## src/rtl/mkey_pkg.sv

```systemverilog
package mkey_pkg;

  // field and register widths
  localparam int CHAR_W       = 8;
  localparam int UNIT_TICKS_W = 20;
  localparam int DASH_W       = 4;
  localparam int UNITS_W      = 5;
  localparam int DUR_W        = 25;
  localparam int CODE_LEN     = 6;
  localparam int LEN_W        = 3;
  localparam int CFG_IDX_W    = 2;

  // queue depth between classifier and sequencer
  localparam int FIFO_DEPTH = 2;

  // fixed lengths in units
  localparam logic [UNITS_W-1:0] SPACE_UNITS   = 5'd7;
  localparam logic [UNITS_W-1:0] ERROR_UNITS   = 5'd20;
  localparam logic [UNITS_W-1:0] CHARGAP_UNITS = 5'd30;
  localparam logic [UNITS_W-1:0] ONE_UNIT      = 5'd1;

  // register indexes
  localparam logic [CFG_IDX_W-1:0] CFG_UNIT_TICKS = 2'd0;
  localparam logic [CFG_IDX_W-1:0] CFG_DASH_UNITS = 2'd1;
  localparam logic [CFG_IDX_W-1:0] CFG_GAP_ENABLE = 2'd2;

  // register reset values
  localparam logic [UNIT_TICKS_W-1:0] RST_UNIT_TICKS = 20'd100000;
  localparam logic [DASH_W-1:0]       RST_DASH_UNITS = 4'd5;
  localparam logic                    RST_GAP_ENABLE = 1'b1;

  localparam logic [CHAR_W-1:0] ASCII_SPACE = 8'h20;

  typedef enum logic [1:0] {
    KIND_SPACE = 2'd0,
    KIND_ERROR = 2'd1,
    KIND_CODE  = 2'd2
  } kind_e;

  // classified character: pattern is left aligned, first element in the msb,
  // a set bit is a dash
  typedef struct packed {
    kind_e               kind;
    logic [LEN_W-1:0]    len;
    logic [CODE_LEN-1:0] pat;
  } entry_t;

  typedef struct packed {
    logic [UNIT_TICKS_W-1:0] unit_ticks;
    logic [DASH_W-1:0]       dash_units;
    logic                    gap_enable;
  } cfg_t;

  function automatic entry_t classify(input logic [CHAR_W-1:0] ch);
    entry_t e;
    e.kind = KIND_CODE;
    e.len  = '0;
    e.pat  = '0;
    case (ch)
      "A": begin e.len = 3'd2; e.pat = 6'b010000; end
      "B": begin e.len = 3'd4; e.pat = 6'b100000; end
      "C": begin e.len = 3'd4; e.pat = 6'b101000; end
      "D": begin e.len = 3'd3; e.pat = 6'b100000; end
      "E": begin e.len = 3'd1; e.pat = 6'b000000; end
      "F": begin e.len = 3'd4; e.pat = 6'b001000; end
      "G": begin e.len = 3'd3; e.pat = 6'b110000; end
      "H": begin e.len = 3'd4; e.pat = 6'b000000; end
      "I": begin e.len = 3'd2; e.pat = 6'b000000; end
      "J": begin e.len = 3'd4; e.pat = 6'b011100; end
      "K": begin e.len = 3'd3; e.pat = 6'b101000; end
      "L": begin e.len = 3'd4; e.pat = 6'b010000; end
      "M": begin e.len = 3'd2; e.pat = 6'b110000; end
      "N": begin e.len = 3'd2; e.pat = 6'b100000; end
      "O": begin e.len = 3'd3; e.pat = 6'b111000; end
      "P": begin e.len = 3'd4; e.pat = 6'b011000; end
      "Q": begin e.len = 3'd4; e.pat = 6'b110100; end
      "R": begin e.len = 3'd3; e.pat = 6'b010000; end
      "S": begin e.len = 3'd3; e.pat = 6'b000000; end
      "T": begin e.len = 3'd1; e.pat = 6'b100000; end
      "U": begin e.len = 3'd3; e.pat = 6'b001000; end
      "V": begin e.len = 3'd4; e.pat = 6'b000100; end
      "W": begin e.len = 3'd3; e.pat = 6'b011000; end
      "X": begin e.len = 3'd4; e.pat = 6'b100100; end
      "Y": begin e.len = 3'd4; e.pat = 6'b101100; end
      "Z": begin e.len = 3'd4; e.pat = 6'b110000; end
      "0": begin e.len = 3'd5; e.pat = 6'b111110; end
      "1": begin e.len = 3'd5; e.pat = 6'b011110; end
      "2": begin e.len = 3'd5; e.pat = 6'b001110; end
      "3": begin e.len = 3'd5; e.pat = 6'b000110; end
      "4": begin e.len = 3'd5; e.pat = 6'b000010; end
      "5": begin e.len = 3'd5; e.pat = 6'b000000; end
      "6": begin e.len = 3'd5; e.pat = 6'b100000; end
      "7": begin e.len = 3'd5; e.pat = 6'b110000; end
      "8": begin e.len = 3'd5; e.pat = 6'b111000; end
      "9": begin e.len = 3'd5; e.pat = 6'b111100; end
      ".": begin e.len = 3'd6; e.pat = 6'b010101; end
      ",": begin e.len = 3'd6; e.pat = 6'b110011; end
      "?": begin e.len = 3'd6; e.pat = 6'b001100; end
      ":": begin e.len = 3'd6; e.pat = 6'b111000; end
      " ": begin e.kind = KIND_SPACE; end
      default: begin e.kind = KIND_ERROR; end
    endcase
    return e;
  endfunction

endpackage

```

## src/rtl/mkey_front.sv

```systemverilog
module mkey_front (
  input  logic                     in_valid_i,
  output logic                     in_stall_o,
  input  logic [mkey_pkg::CHAR_W-1:0] character_i,
  input  logic                     q_full_i,
  output logic                     q_push_o,
  output mkey_pkg::entry_t         q_entry_o
);
  import mkey_pkg::*;

  // stall only while the queue has no room
  assign in_stall_o = q_full_i;
  assign q_push_o   = in_valid_i && !q_full_i;

  // table lookup of the incoming character
  assign q_entry_o = classify(character_i);

endmodule

```

## src/rtl/mkey_fifo.sv

```systemverilog
module mkey_fifo #(
  parameter int Depth = mkey_pkg::FIFO_DEPTH
) (
  input  logic             clk_i,
  input  logic             rst_ni,
  input  logic             push_i,
  input  mkey_pkg::entry_t entry_i,
  output logic             full_o,
  input  logic             pop_i,
  output mkey_pkg::entry_t entry_o,
  output logic             empty_o
);
  import mkey_pkg::*;

  localparam int PtrW = (Depth > 1) ? $clog2(Depth) : 1;
  localparam int CntW = $clog2(Depth + 1);

  entry_t            mem_q [Depth];
  logic [PtrW-1:0]   wr_ptr_q, wr_ptr_d, rd_ptr_q, rd_ptr_d;
  logic [CntW-1:0]   cnt_q, cnt_d;
  logic              do_push, do_pop;

  assign full_o  = (cnt_q == CntW'(Depth));
  assign empty_o = (cnt_q == '0);
  assign do_push = push_i && !full_o;
  assign do_pop  = pop_i && !empty_o;
  assign entry_o = mem_q[rd_ptr_q];

  // pointer and fill count update
  always_comb begin
    wr_ptr_d = wr_ptr_q;
    rd_ptr_d = rd_ptr_q;
    cnt_d    = cnt_q;
    if (do_push) begin
      wr_ptr_d = (wr_ptr_q == PtrW'(Depth - 1)) ? '0 : wr_ptr_q + 1'b1;
    end
    if (do_pop) begin
      rd_ptr_d = (rd_ptr_q == PtrW'(Depth - 1)) ? '0 : rd_ptr_q + 1'b1;
    end
    if (do_push && !do_pop) begin
      cnt_d = cnt_q + 1'b1;
    end else if (do_pop && !do_push) begin
      cnt_d = cnt_q - 1'b1;
    end
  end

  always_ff @(posedge clk_i or negedge rst_ni) begin
    if (!rst_ni) begin
      wr_ptr_q <= '0;
      rd_ptr_q <= '0;
      cnt_q    <= '0;
    end else begin
      wr_ptr_q <= wr_ptr_d;
      rd_ptr_q <= rd_ptr_d;
      cnt_q    <= cnt_d;
    end
  end

  // entry storage
  always_ff @(posedge clk_i) begin
    if (do_push) begin
      mem_q[wr_ptr_q] <= entry_i;
    end
  end

endmodule

```

## src/rtl/mkey_back.sv

```systemverilog
module mkey_back (
  input  logic                          clk_i,
  input  logic                          rst_ni,
  input  mkey_pkg::cfg_t                cfg_i,
  input  logic                          q_empty_i,
  input  mkey_pkg::entry_t              q_entry_i,
  output logic                          q_pop_o,
  output logic                          out_valid_o,
  input  logic                          out_stall_i,
  output logic                          key_down_o,
  output logic [mkey_pkg::DUR_W-1:0]    duration_ticks_o,
  output logic                          last_o
);
  import mkey_pkg::*;

  typedef enum logic [6:0] {
    ST_IDLE  = 7'b0000001,
    ST_SPACE = 7'b0000010,
    ST_ERROR = 7'b0000100,
    ST_TONE  = 7'b0001000,
    ST_EGAP  = 7'b0010000,
    ST_END   = 7'b0100000,
    ST_CGAP  = 7'b1000000
  } state_e;

  state_e              state_q, state_d;
  logic [CODE_LEN-1:0] pat_q, pat_d;
  logic [LEN_W-1:0]    rem_q, rem_d;
  logic                out_valid_q, out_valid_d;
  logic                key_q, key_d, last_q, last_d;
  logic [DUR_W-1:0]    dur_q, dur_d;
  logic                slot_free, emit, key, last;
  logic [UNITS_W-1:0]  units;
  logic [UNITS_W-1:0]  dash_u;

  assign slot_free = !out_valid_q || !out_stall_i;
  assign dash_u    = UNITS_W'(cfg_i.dash_units);

  // sequencer: one result per cycle once a character is loaded, while the output is not stalled
  always_comb begin
    state_d = state_q;
    pat_d   = pat_q;
    rem_d   = rem_q;
    q_pop_o = 1'b0;
    emit    = 1'b0;
    key     = 1'b0;
    last    = 1'b0;
    units   = ONE_UNIT;
    case (state_q)
      ST_IDLE: begin
        if (!q_empty_i) begin
          q_pop_o = 1'b1;
          pat_d   = q_entry_i.pat;
          rem_d   = q_entry_i.len;
          case (q_entry_i.kind)
            KIND_SPACE: state_d = ST_SPACE;
            KIND_CODE:  state_d = ST_TONE;
            default:    state_d = ST_ERROR;
          endcase
        end
      end
      ST_SPACE: begin
        emit  = slot_free;
        units = SPACE_UNITS;
        last  = !cfg_i.gap_enable;
        if (slot_free) begin
          state_d = cfg_i.gap_enable ? ST_CGAP : ST_IDLE;
        end
      end
      ST_ERROR: begin
        emit  = slot_free;
        key   = 1'b1;
        units = ERROR_UNITS;
        last  = !cfg_i.gap_enable;
        if (slot_free) begin
          state_d = cfg_i.gap_enable ? ST_CGAP : ST_IDLE;
        end
      end
      ST_TONE: begin
        emit  = slot_free;
        key   = 1'b1;
        units = pat_q[CODE_LEN-1] ? dash_u : ONE_UNIT;
        if (slot_free) begin
          pat_d   = {pat_q[CODE_LEN-2:0], 1'b0};
          state_d = ST_EGAP;
        end
      end
      ST_EGAP: begin
        emit = slot_free;
        if (slot_free) begin
          rem_d   = rem_q - 1'b1;
          state_d = (rem_q == LEN_W'(1)) ? ST_END : ST_TONE;
        end
      end
      ST_END: begin
        emit  = slot_free;
        units = dash_u;
        last  = !cfg_i.gap_enable;
        if (slot_free) begin
          state_d = cfg_i.gap_enable ? ST_CGAP : ST_IDLE;
        end
      end
      ST_CGAP: begin
        emit  = slot_free;
        units = CHARGAP_UNITS;
        last  = 1'b1;
        if (slot_free) begin
          state_d = ST_IDLE;
        end
      end
      default: begin
        state_d = ST_IDLE;
      end
    endcase
  end

  // output register, duration scaled by the unit length
  always_comb begin
    out_valid_d = out_valid_q;
    key_d       = key_q;
    last_d      = last_q;
    dur_d       = dur_q;
    if (emit) begin
      out_valid_d = 1'b1;
      key_d       = key;
      last_d      = last;
      dur_d       = DUR_W'(units) * DUR_W'(cfg_i.unit_ticks);
    end else if (!out_stall_i) begin
      out_valid_d = 1'b0;
    end
  end

  always_ff @(posedge clk_i or negedge rst_ni) begin
    if (!rst_ni) begin
      state_q     <= ST_IDLE;
      out_valid_q <= 1'b0;
      rem_q       <= '0;
    end else begin
      state_q     <= state_d;
      out_valid_q <= out_valid_d;
      rem_q       <= rem_d;
    end
  end

  always_ff @(posedge clk_i) begin
    pat_q  <= pat_d;
    key_q  <= key_d;
    last_q <= last_d;
    dur_q  <= dur_d;
  end

  assign out_valid_o      = out_valid_q;
  assign key_down_o       = key_q;
  assign duration_ticks_o = dur_q;
  assign last_o           = last_q;

endmodule

```

## src/rtl/morse_character_keyer.sv

```systemverilog
// Morse character keyer
//
// Input channel: in_valid_i / in_stall_o with character_i, one ASCII code per
// transaction. Output channel: out_valid_o / out_stall_i carrying key_down_o,
// duration_ticks_o and last_o; each transaction is one tone or silence, and
// last_o marks the final one of a character (1 to 14 per character).
// Configuration: cfg_we_i writes cfg_data_i into register cfg_idx_i
// (0 unit_ticks, 1 dash_units, 2 char_gap_enable); other indexes are ignored.
// Write only while the block is idle.
//
// The first result of a character appears once it has passed the queue, the
// sequencer's load state and the output register. The sequencer loads a
// character in a state that gives no result and then gives one result per
// cycle while out_stall_i is low. A small queue in front takes characters
// while the sequencer works. When out_stall_i is high the output register
// holds and the sequencer waits; in_stall_o rises once the queue is full.
// Reset clears the queue and the sequencer and loads the register defaults
// (100000 ticks per unit, dash of 5 units, character gap on).
module morse_character_keyer #(
  parameter int FifoDepth = mkey_pkg::FIFO_DEPTH
) (
  input  logic                                clk_i,
  input  logic                                rst_ni,
  input  logic                                cfg_we_i,
  input  logic [mkey_pkg::CFG_IDX_W-1:0]      cfg_idx_i,
  input  logic [mkey_pkg::UNIT_TICKS_W-1:0]   cfg_data_i,
  input  logic                                in_valid_i,
  output logic                                in_stall_o,
  input  logic [mkey_pkg::CHAR_W-1:0]         character_i,
  output logic                                out_valid_o,
  input  logic                                out_stall_i,
  output logic                                key_down_o,
  output logic [mkey_pkg::DUR_W-1:0]          duration_ticks_o,
  output logic                                last_o
);
  import mkey_pkg::*;

  cfg_t   cfg_q;
  entry_t push_entry, pop_entry;
  logic   q_push, q_pop, q_full, q_empty;

  // configuration registers
  always_ff @(posedge clk_i or negedge rst_ni) begin
    if (!rst_ni) begin
      cfg_q.unit_ticks <= RST_UNIT_TICKS;
      cfg_q.dash_units <= RST_DASH_UNITS;
      cfg_q.gap_enable <= RST_GAP_ENABLE;
    end else if (cfg_we_i) begin
      case (cfg_idx_i)
        CFG_UNIT_TICKS: cfg_q.unit_ticks <= cfg_data_i;
        CFG_DASH_UNITS: cfg_q.dash_units <= cfg_data_i[DASH_W-1:0];
        CFG_GAP_ENABLE: cfg_q.gap_enable <= cfg_data_i[0];
        default: ;
      endcase
    end
  end

  mkey_front u_front (
    .in_valid_i  (in_valid_i),
    .in_stall_o  (in_stall_o),
    .character_i (character_i),
    .q_full_i    (q_full),
    .q_push_o    (q_push),
    .q_entry_o   (push_entry)
  );

  mkey_fifo #(
    .Depth (FifoDepth)
  ) u_fifo (
    .clk_i   (clk_i),
    .rst_ni  (rst_ni),
    .push_i  (q_push),
    .entry_i (push_entry),
    .full_o  (q_full),
    .pop_i   (q_pop),
    .entry_o (pop_entry),
    .empty_o (q_empty)
  );

  mkey_back u_back (
    .clk_i            (clk_i),
    .rst_ni           (rst_ni),
    .cfg_i            (cfg_q),
    .q_empty_i        (q_empty),
    .q_entry_i        (pop_entry),
    .q_pop_o          (q_pop),
    .out_valid_o      (out_valid_o),
    .out_stall_i      (out_stall_i),
    .key_down_o       (key_down_o),
    .duration_ticks_o (duration_ticks_o),
    .last_o           (last_o)
  );

endmodule

```

## config.mk

```make
export PLATFORM = sky130hd
export DESIGN_NAME = morse_character_keyer
export DESIGN_NICKNAME = d
export VERILOG_FILES = /design/src/rtl/mkey_pkg.sv /design/src/rtl/mkey_front.sv /design/src/rtl/mkey_fifo.sv /design/src/rtl/mkey_back.sv /design/src/rtl/morse_character_keyer.sv
export SDC_FILE = /design/constraint.sdc
export NUM_CORES = 1
export LEC_CHECK = 0
export BUFFER_PORTS_ARGS = -buffer_cell sky130_fd_sc_hd__buf_2
export CORE_UTILIZATION = 25
export CTS_CLUSTER_DIAMETER = 200
export DETAILED_ROUTE_END_ITERATION = 6
export GPL_ROUTABILITY_DRIVEN = 0
export GPL_TIMING_DRIVEN = 0
export PLACE_DENSITY_LB_ADDON = 0.15
export SETUP_SLACK_MARGIN = 0.4
export SYNTH_ARGS = -nofsm -noshare
export SYNTH_HDL_FRONTEND = slang
export SYNTH_SLANG_ARGS = --single-unit
```

## constraint.sdc

```tcl
create_clock -name clk_i -period 7.43 [get_ports clk_i]
set_clock_uncertainty 0.2 [all_clocks]
set_input_delay 2.229 -clock clk_i [delete_from_list [all_inputs] [get_ports clk_i]]
set_output_delay 2.229 -clock clk_i [all_outputs]
set_load 0.02 [all_outputs]
```

Word-level counts from Yosys, hierarchy flattened

Memory sizes are Yosys's and may differ from the RTL's.
Cells that the tools add are included.

Bits in registers: 73
Memory bits (writable): 22
Input bits: 35
Logic and storage cells: 140
Memories: 1

Memories:

| name         | depth | bits a word | read ports | clocked after memory_dff | write ports | line            | RTL |
|---|---|---|---|---|---|---|---|
| u_fifo.mem_q | 2     | 11          | 1          | 0                        | 1           | mkey_fifo.sv:18 | `entry_t mem_q [Depth];` |

$add $sub $neg: 5
Multiply operators: 1
Equality and inequality tests: 59
Multiplexer cells: 32
Reduce and logical (&&, ||, !) cells: 29

Operators by type and width:

| operator                                      | count |
|---|---|
| one-hot mux 9 bit (40 select lines)           | 1 |
| == test 8 x 7 -> 1 bit, second input constant | 26 |
| == test 8 x 6 -> 1 bit, second input constant | 15 |
| two-way mux 7 bit                             | 6 |
| OR reduction 40 bit                           | 1 |
| one-hot mux 7 bit (5 select lines)            | 1 |
| multiplier 5 x 20 -> 25 bit                   | 1 |
| one-hot mux 5 bit (5 select lines)            | 1 |
| two-way mux 6 bit                             | 3 |
| one-hot mux 6 bit (2 select lines)            | 1 |
| two-way mux 1 bit                             | 10 |
| != test 2 x 1 -> 1 bit, second input constant | 5 |
| one-hot mux 4 bit (2 select lines)            | 1 |
| == test 7 x 1 -> 1 bit, second input constant | 1 |
| == test 7 x 2 -> 1 bit, second input constant | 1 |
| == test 7 x 3 -> 1 bit, second input constant | 1 |
| == test 7 x 4 -> 1 bit, second input constant | 1 |
| == test 7 x 5 -> 1 bit, second input constant | 1 |
| == test 7 x 6 -> 1 bit, second input constant | 1 |
| == test 7 bit, second input constant          | 1 |
| logical NOT 1 bit                             | 7 |
| == test 2 bit, second input constant          | 3 |
| logical NOT 2 bit                             | 3 |
| two-way mux 3 bit                             | 2 |
| 21 further kinds                              | 32 |

Logic depth before layout (Yosys ltp)

Gate-level depths: netlist (run 1).

Depth in word-level cells: 8
Mapped depth: 21

By module

A second synthesis (run 1) with hierarchy kept.

Cell total of the unflattened synthesis: 778
Area total of the unflattened synthesis: 8046.5 um^2

By module, submodules not included:

| module                | times used | cells an instance | area an instance (um^2) | sequential area each (um^2) |
|---|---|---|---|---|
| mkey_back             | 1          | 536               | 5177.5                  | 1267.5 |
| mkey_fifo             | 1          | 53                | 1002.2                  | 760.7 |
| morse_character_keyer | 1          | 55                | 974.7                   | 636.9 |
| mkey_front            | 1          | 134               | 892.1                   | 0.0 |

Worst setup path after synthesis (run 1)

OpenSTA, ideal clock, no wires.

Path kind: reg2reg
Start point: reg u_back.state_q[3]
End point: reg u_back.dur_q[18] (netlist: u_back.duration_ticks_o[18]) (data pin)
Setup time: 0.269 ns
Data arrival time: 4.821 ns
Data required time: 6.961 ns
Slack: 2.141 ns
Cell stages (with the launch flop): 20
Path buffers: 1
Clock period less this slack: 5.289 ns
Cells stage by stage: dfrtp_1 nor2_2 and3_4 and3b_4 a21o_1 a211o_1 buf_2 and2_1 fa_1 fa_1 inv_1 fa_1 inv_1 ha_1 a21o_1 a221oi_2 a21oi_2 a41oi_2 o31ai_1 xor2_1

Word-level cells in the longest chain between the ends: 3
Elaborated cells on any way between the ends: 7
Those cells by class: 1 x mul; 5 x eq/ne; 1 x mux

Ends and longest elaborated chain:

| what                                   | line             | RTL |
|---|---|---|
| from (decl)                            | mkey_back.sv:26  | `state_e state_q, state_d;` |
| from (signal assigned)                 | mkey_back.sv:139 | `state_q <= state_d;` |
| == test 7 bit (tied with other cells)  | mkey_back.sv:49  | `case (state_q)` |
| one-hot mux 5 bit (5 select lines) (*) | mkey_back.sv:49  |  |
| multiplier 5 x 20 -> 25 bit (*)        | mkey_back.sv:127 | `dur_d = DUR_W'(units) * DUR_W'(cfg_i.unit_ticks);` |
| to (signal assigned)                   | mkey_back.sv:149 | `dur_q <= dur_d;` |
| to (decl)                              | mkey_back.sv:31  | `logic [DUR_W-1:0] dur_q, dur_d;` |

Mark *: on every way between the ends. The rest lies on a longest branch, timed or not.
A chain may end at the register's enable or synchronous reset.

Worst setup path in the final report (run 1)

Start point: reg u_back.state_q[6]
End point: reg u_back.dur_q[23] (netlist: u_back.duration_ticks_o[23]) (data pin)

The elaborated chain is that of the path after synthesis.

==> metrics.txt, run 1 <==
hold path cells=2; height of the chip=178.2 um; clock buffer depth=2; H-tree Lvls=3; library cells used by synthesis=77; antenna cell count=0; VDD IR-drop max=0.1701 mV; HPWL after detailed placement=14670 um; CTS Root Buffer Type=clkbuf_16; kind of end point of the critical path=flop; wire length of the first global-routing pass=30810 um; cell type of the slowest stage on the worst timing path=fa_1; maximum number of pins on one net before global-route repair=41; via density per instance=4.566; clock tree from TritonCTS=built; Critical Path RT=7.34 ns; Worst path max stage delay=0.55 ns; CTS hold repair buffers=0; total cell area at the placement stage=8593 um2; area of the die=31740 um2; Setup-failing EPs final=0; core outline area=30590 um2; count of yosys warnings during synthesis=0; path type of the worst setup path=reg2reg; clock input transition at the sequential cells of the worst setup and hold paths=0.08 ns; top cells by area, synth=edfxtp_1 21%, fa_1 14%, dfrtp_1 9.7%; net total in the final layout=958; DRT antenna net count=0; FF+latch count, synth=95; main flop type after synthesis=edfxtp_1; type of element launching the critical path=flop; portion of synthesized cell area occupied by the leading cell type=21.29%; most common library cells after synthesis=74 x inv_1, 73 x nand2_1, 55 x edfxtp_1; overall track demand over capacity in global routing=12.65%; maximum capacitance violations=0; area added between synthesis and finish=14.56%; Std-Cell Rows=64; Post-synth EDFFs=55; antenna violations before repair=0; HP Start=u_back.rem_q[1]; number of setup buffers added after CTS=0; arrival time at the worst endpoint=5.98 ns; Final period util=81.71%; netlist area before placement=7759 um2; final core utilization=29.06%; maximum fanout count along the critical path=10; routed length per instance=15.19 um; setup repair after global routing missed its margin=no; total power per unit cell area=404.1 nW/um2; Post-Synthesis Mean Instance Area=10.20 um2; cell type with the highest aggregate area in the netlist=edfxtp_1; layout cell share with drive strength beyond 1=19.09%; leading cell type by number of instances after synthesis=inv_1; initial cell density of the core=25.36%; number of remaining DRC errors=0; chain of cells forming the critical path=nor3_2 > nand2_1 > nor2_2 > a21o_1 > a211o_1 > clkbuf_1 > and2_1 > fa_1 > fa_1 > inv_1 > fa_1 > inv_1 > ha_1 > clkbuf_1 > nand3_1 > nor2_1 > nand3_1 > a211oi_1 > o21ai_0 > xnor2_1; final-report hold violation count=0; clock buffer count from CTS=9; CP delay by family, top=adder cells; number of cells on the critical path=20; part of the Yosys area used for sequential elements=34.35%; Fmax=164.7 MHz; number of instances in the synthesized netlist=761; R2R setup slack=1.36 ns; sinks on the clock net=95; total detailed-routing wirelength=18750 um; endpoint with the worst hold slack=u_back.rem_q[1]; Placed Cells incl. Taps=1218; path depth of the worst reg2reg path=20; type of the most critical hold path=reg2reg; number of cells upsized or downsized after cts=0; post-route minimum period=6.071 ns; Leak Pwr=3.909 nW; worst path bufs/invs=4; gr ovfl total=0; reg-to-reg startpoint=u_back.state_q[6]; worst-margin pin slew=1.023 ns; R2R Path End=u_back.duration_ticks_o[23]; max-slew violation count=0; syn nets=886; normalized max-slew margin=31.79%; vias in the first global route=5751; clock insertion delay at the later pin of the skew report=0.36 ns; count of non-filler cells in the finished layout=1234; final std cell area, no fill=8889 um2; dominant cell type by count on the critical path=fa_1; result of the run=complete, no violations; total of buffers placed on input and output ports=60; Horiz. Die Dim=178.2 um; routed via count=5634; DRC violation total after the first TritonRoute iteration=255; filler instances=3306; number of placed I/O pins=64; proportion of register bits with asynchronous set or reset after synthesis=42.11%; final total negative setup slack=0 ns; number of iterations in the first detailed-routing pass=4
-- report_power, final --
part | switching, mW | leakage [nW] | internal (mW) | total, mW
clock network | 0.237 | 0.144 | 0.245 | 0.482
logic | 1.31 | 2.78 | 0.833 | 2.14
registers | 0.103 | 0.989 | 0.867 | 0.970
total | 1.65 | 3.91 | 1.95 | 3.59
-- state kept, by name, summed over array words and instances (netlist names), 2 cells and up --
| signal | count |
|---|---|
| cfg_q | 25 |
| u_back.rem_q | 3 |
| u_fifo.mem_q | 22 |
| u_back.state_q | 7 |
| u_back.duration_ticks_o | 25 |
| u_fifo.cnt_q | 2 |
| u_back.pat_q | 6 |
-- cells in the final DEF, fill, tap and decap left out, types with 8 or more instances in the layout --
master,count
a21o_1,19
nor2_1,33
fa_1,54
buf_2,68
clkbuf_16,9
nand3_1,8
nand2_1,73
xnor2_1,16
dfstp_2,10
a21oi_1,32
mux2i_1,11
nor2b_1,26
inv_1,74
xor2_1,12
and2_1,52
clkbuf_1,21
edfxtp_1,55
o21ai_0,28
ha_1,36
nand2b_1,13
dfrtp_1,30
mux2_2,29
-- per-stage QoR --
step / hold WS, ns / total power [mW] / setup WS [ns]
5_1_grt: 0.3439 / 3.962 / 0.8796
3_5_place_dp: 0.2804 / 3.160 / 1.338
2_1_floorplan: 0.2498 / 2.584 / 2.141
4_1_cts: 0.2992 / 3.656 / 1.317
6_report: 0.2928 / 3.592 / 1.359
3_3_place_gp: 0.2709 / 3.147 / 1.310
-- worst min-delay path, stage by stage (launching register included) --
cell and delay, ns:
dfrtp_1 0.35, nand2_1 0.05, o21ai_0 0.06
-- cell type report --
cell class	instances	area, um2	share of cell area, %
clock buffer	10	239.0	2.689
tap	396	495.5	5.574
buffer	33	145.1	1.633
sequential	95	2665	29.98
timing repair buffer	61	327.8	3.688
multi-input combinational	559	4682	52.67
inverter	74	277.8	3.125
clock inverter	6	56.30	0.6334
-- metal layers --
metal / up-vias / share of wire [%] / global-route usage, %
met2: 97 / 46 / 20.10
li1: 2758 / - / -
met4: 0 / 1.1 / 3.348
met1: 2766 / 49 / 17.59
met5: - / 0 / 0
met3: 13 / 3.6 / 2.217
-- cells by family after synthesis --
logic type	after synthesis	synth area share, %
AND/OR/NAND/NOR	254	17.79
AO/OA/AOI/OAI	143	13.11
multiplexers	44	6.402
XOR/XNOR	28	3.161
adder cells (fa/ha/maj)	90	19.74
flip-flops	95	34.35
buffers and inverters	107	5.451
-- worst max path at each step --
stage | from | endpoint | slack [ns]
6_report | u_back.state_q[6] | u_back.duration_ticks_o[23] | 1.36
2_1_floorplan | u_back.state_q[3] | u_back.duration_ticks_o[18] | 2.14
4_1_cts | u_back.state_q[6] | u_back.duration_ticks_o[21] | 1.32
5_1_grt | u_back.state_q[6] | u_back.duration_ticks_o[23] | 0.88
3_3_place_gp | u_back.state_q[6] | u_back.duration_ticks_o[23] | 1.31
3_5_place_dp | u_back.state_q[6] | u_back.duration_ticks_o[21] | 1.34
No activity file was read; power rests on OpenSTA's default activity.
==> run 2, diff against run 1 <==
--- a/config.mk
+++ b/config.mk
@@ -5,6 +5,7 @@
 export SDC_FILE = /design/constraint.sdc
 export NUM_CORES = 1
 export LEC_CHECK = 0
+export ABC_AREA = 1
 export BUFFER_PORTS_ARGS = -buffer_cell sky130_fd_sc_hd__buf_2
 export CORE_UTILIZATION = 25
 export CTS_CLUSTER_DIAMETER = 200
==> constraint.sdc (replaced) <==
create_clock -name clk_i -period 6.4 [get_ports clk_i]
set_clock_uncertainty 0.2 [all_clocks]
set_input_delay 1.92 -clock clk_i [delete_from_list [all_inputs] [get_ports clk_i]]
set_output_delay 1.92 -clock clk_i [all_outputs]
set_load 0.02 [all_outputs]
==> run 2 against run 1 <==
Net effect:
- critical endpoint is now u_back.duration_ticks_o[20]
- power rose by 44%
- area after synthesis down 1.2%
- global-route usage increased by 1.4 points
- critical path depth up 1
- first-iteration DRC count increased by 28%
- sequential cell count stayed put
- largest power group unchanged
- setup slack worse by 0.48 ns
- non-clock buffer count down 15
- worst hold slack improved by 0.010 ns
- largest cell class unchanged
==> metrics.txt, run 2 <==
HPWL after detailed placement=16940 um (+15%); worst-margin pin slew=1.002 ns (-0.02148 ns); number of instances in the synthesized netlist=984 (+29%); maximum number of pins on one net before global-route repair=41 (unchanged); clock buffer depth=2 (unchanged); clock tree from TritonCTS=built; result of the run=complete, no violations; initial cell density of the core=25.65% (+0.28 points); clock buffer count from CTS=9 (unchanged); Horiz. Die Dim=177.1 um (-0.61%); count of yosys warnings during synthesis=0 (unchanged); kind of end point of the critical path=flop; normalized max-slew margin=32.98% (+1.2 points); portion of synthesized cell area occupied by the leading cell type=21.55% (+0.27 points); endpoint of the worst setup timing path=u_back.duration_ticks_o[20]; clock insertion delay at the later pin of the skew report=0.36 ns (about the same); FF+latch count, synth=95 (unchanged); main flop type after synthesis=edfxtp_1; Final period util=86.32% (+4.6 points); Std-Cell Rows=63 (-1.6%); Placed Cells incl. Taps=1437 (+18%); type of element launching the critical path=flop; PnR worst setup slack=0.8755 ns (-0.4834 ns); setup slack after placement=0.8122 ns (-0.5254 ns); routed via count=6305 (+12%); maximum fanout count along the critical path=10 (unchanged); area of the die=31350 um2 (-1.2%); top cells by area, synth=edfxtp_1 22%, fa_1 14%, nand2_1 12%; worst setup path startpoint=u_back.state_q[0]; antenna violations before repair=0 (unchanged); Compound-Gate Fraction of Synth Area=8.622% (-4.5 points); CTS hold repair buffers=0 (unchanged); reg-to-reg startpoint=u_back.state_q[0]; Post-synth EDFFs=55 (unchanged); highest metal layer with signal wires=met4; gr ovfl total=0 (unchanged); final core utilization=29.43% (+0.37 points); area added between synthesis and finish=14.75%; path type of the worst setup path=reg2reg; sinks on the clock net=95 (unchanged); number of setup buffers added after CTS=0 (unchanged); multiplexer share of the synthesized area=0.1306% (-6.3 points); Post-Synthesis Mean Instance Area=7.787 um2 (-24%); dominant cell type by count on the critical path=nand2_1; vias in the first global route=6533 (+14%); final-report hold violation count=0 (unchanged); total power per unit cell area=588.5 nW/um2 (+46%); via density per instance=4.336 (-5.0%); Worst path max stage delay=0.56 ns (about the same); Fmax=181.0 MHz (+9.9%); synthesized-area fraction occupied by adder cells=19.99% (+0.25 points); switching power share of the total=51.18% (+5.3 points); CP delay by family, top=simple AND/OR/NAND/NOR gates; cell type of the slowest stage on the worst timing path=clkbuf_1; Leak Pwr=4.463 nW (+14%); height of the chip=177.1 um (-0.61%); arrival time at the worst endpoint=5.44 ns (-0.54 ns); routed metal-1 wire length=9344 um (+0.78%); core outline area=29870 um2 (-2.3%); chain of cells forming the critical path=nor2_1 > nand2_1 > nor2_1 > nor2_1 > clkbuf_1 > nor2_1 > fa_1 > fa_1 > inv_1 > fa_1 > inv_1 > ha_1 > or2_2 > nand3_1 > nand2_1 > nand3_1 > nand2_1 > nand2_1 > nand2_1 > nand2_1 > nand2_1; path depth of the worst reg2reg path=21 (+5.0%); antenna cell count=0 (unchanged); number of iterations in the first detailed-routing pass=5 (+1); routed length on met2=10440 um (+22%); most common cell after layout, fill and taps aside=nand2_1; setup repair after global routing missed its margin=no; Int Pwr=2.526 mW (+30%); switching power total=2.648 mW (+61%); most common library cells after synthesis=240 x nand2_1, 165 x inv_1, 155 x nor2_1; library cells used by synthesis=36 (-53%); CTS Root Buffer Type=clkbuf_16; register share of total power=21.9% (-5.1 points); Combinational Power Share=67.3% (+7.7 points); routed length per instance=14.14 um (-6.9%); proportion of register bits with asynchronous set or reset after synthesis=42.11% (unchanged); part of the Yosys area used for sequential elements=34.78% (+0.43 points); Setup-failing EPs final=0 (unchanged); Critical Path RT=6.32 ns (-1.02 ns); number of cells on the critical path=21 (+5.0%); count of non-filler cells in the finished layout=1454 (+18%); part of the power in the clock network=10.8% (-2.6 points); post-synthesis xor/xnor area fraction=1.829% (-1.3 points); layout cell share with drive strength beyond 1=10.34% (-8.8 points); wire length of the first global-routing pass=33900 um (+10%); most frequent cells in the layout=240 x nand2_1, 164 x inv_1, 155 x nor2_1; routed wl met3=533 um (-22%); overall track demand over capacity in global routing=14.06% (+1.4 points); VDD IR-drop max=0.1973 mV (+16%); leading cell type by number of instances after synthesis=nand2_1; worst hold margin=0.3031 ns (+0.01030 ns); maximum capacitance violations=0 (unchanged); max-slew violation count=0 (unchanged); net total in the final layout=1184 (+24%); DRT antenna net count=0 (unchanged); clock input transition at the sequential cells of the worst setup and hold paths=0.08 ns (about the same); simple-gate share of the synthesized area=25.20% (+7.4 points); syn nets=1109 (+25%); H-tree Lvls=3 (unchanged); total of buffers placed on input and output ports=63 (+5.0%); number of remaining DRC errors=0 (unchanged); post-route minimum period=5.525 ns (-0.5466 ns); dominant combinational cell family by area after synthesis=simple AND/OR/NAND/NOR gates; number of placed I/O pins=64 (unchanged); R2R setup slack=0.88 ns (-0.48 ns); DRC violation total after the first TritonRoute iteration=327 (+28%); final total negative setup slack=0 ns (unchanged); cell type with the highest aggregate area in the netlist=edfxtp_1; total detailed-routing wirelength=20570 um (+9.7%); netlist area before placement=7662 um2 (-1.2%); R2R Path End=u_back.duration_ticks_o[20]; number of cells upsized or downsized after cts=0 (unchanged); type of the most critical hold path=reg2reg; worst path bufs/invs=3 (-1)
## run 2: layer usage
metal | up-vias | track usage (%)
met3 | 17 | 2.105
met2 | 94 | 25.80
met1 | 2946 | 17.11
li1 | 3248 | -
met5 | - | 0
met4 | 0 | 3.197
## run 2: final cells by class
cell class	count	area, um2
Tap cell	390	488.0
Inverter	167	626.9
Timing Repair Buffer	64	342.8
Multi-Input combinational cell	707	4273
Fill cell	3292	21080
Sequential cell	95	2665
Clock inverter	6	60.06
Clock buffer	10	239.0
Buffer	15	97.59
## run 2: worst register-to-register path: stages, from the launching register on
cell      delay, ns
dfstp_2        0.54
nor2_1         0.06
nand2_1        0.12
nor2_1         0.10
nor2_1         0.42
clkbuf_1       0.57
nor2_1         0.14
fa_1           0.53
fa_1           0.56
inv_1          0.06
fa_1           0.52
inv_1          0.04
ha_1           0.33
or2_2          0.32
nand3_1        0.12
nand2_1        0.16
nand3_1        0.11
nand2_1        0.09
nand2_1        0.13
nand2_1        0.06
nand2_1        0.06
nand2_1        0.05
## run 2: power by group through the flow
stage	Combinational, mW	Sequential [mW]	Clock, mW
6_report	3.48	1.13	0.559
5_1_grt	4.07	1.16	0.595
4_1_cts	3.52	1.14	0.580
3_5_place_dp	3.50	1.15	0
3_3_place_gp	3.50	1.15	0
2_1_floorplan	2.50	1.25	0
## run 2: kinds of logic (layout without fill, tap and decap cells)
kind of cell    Yosys count  count (layout)
xor+xnor                 16              16
flops                    95              95
buf+inv                 182             262
simple gates            476             476
compound gates          124             124
fa+ha+maj                90              90
mux                       1               1
## run 2: worst min-delay path by stage
stage | start | endpoint | slack [ns] | cells past startpoint
2_1_floorplan | cfg_q[4] | cfg_q[4] | 0.25 | 2
5_1_grt | cfg_q[4] | cfg_q[4] | 0.32 | 2
6_report | cfg_q[4] | cfg_q[4] | 0.30 | 2
3_5_place_dp | cfg_q[4] | cfg_q[4] | 0.28 | 2
4_1_cts | cfg_q[4] | cfg_q[4] | 0.30 | 2
3_3_place_gp | cfg_q[4] | cfg_q[4] | 0.28 | 2
## run 2: per-stage QoR
stage / area (um2) / power [mW]
final: 8792 / 5.174
after detailed placement: 8466 / 4.647
after global placement: 8466 / 4.648
after CTS: 8765 / 5.237
after global routing: 8792 / 5.819
after floorplan: 7662 / 3.751
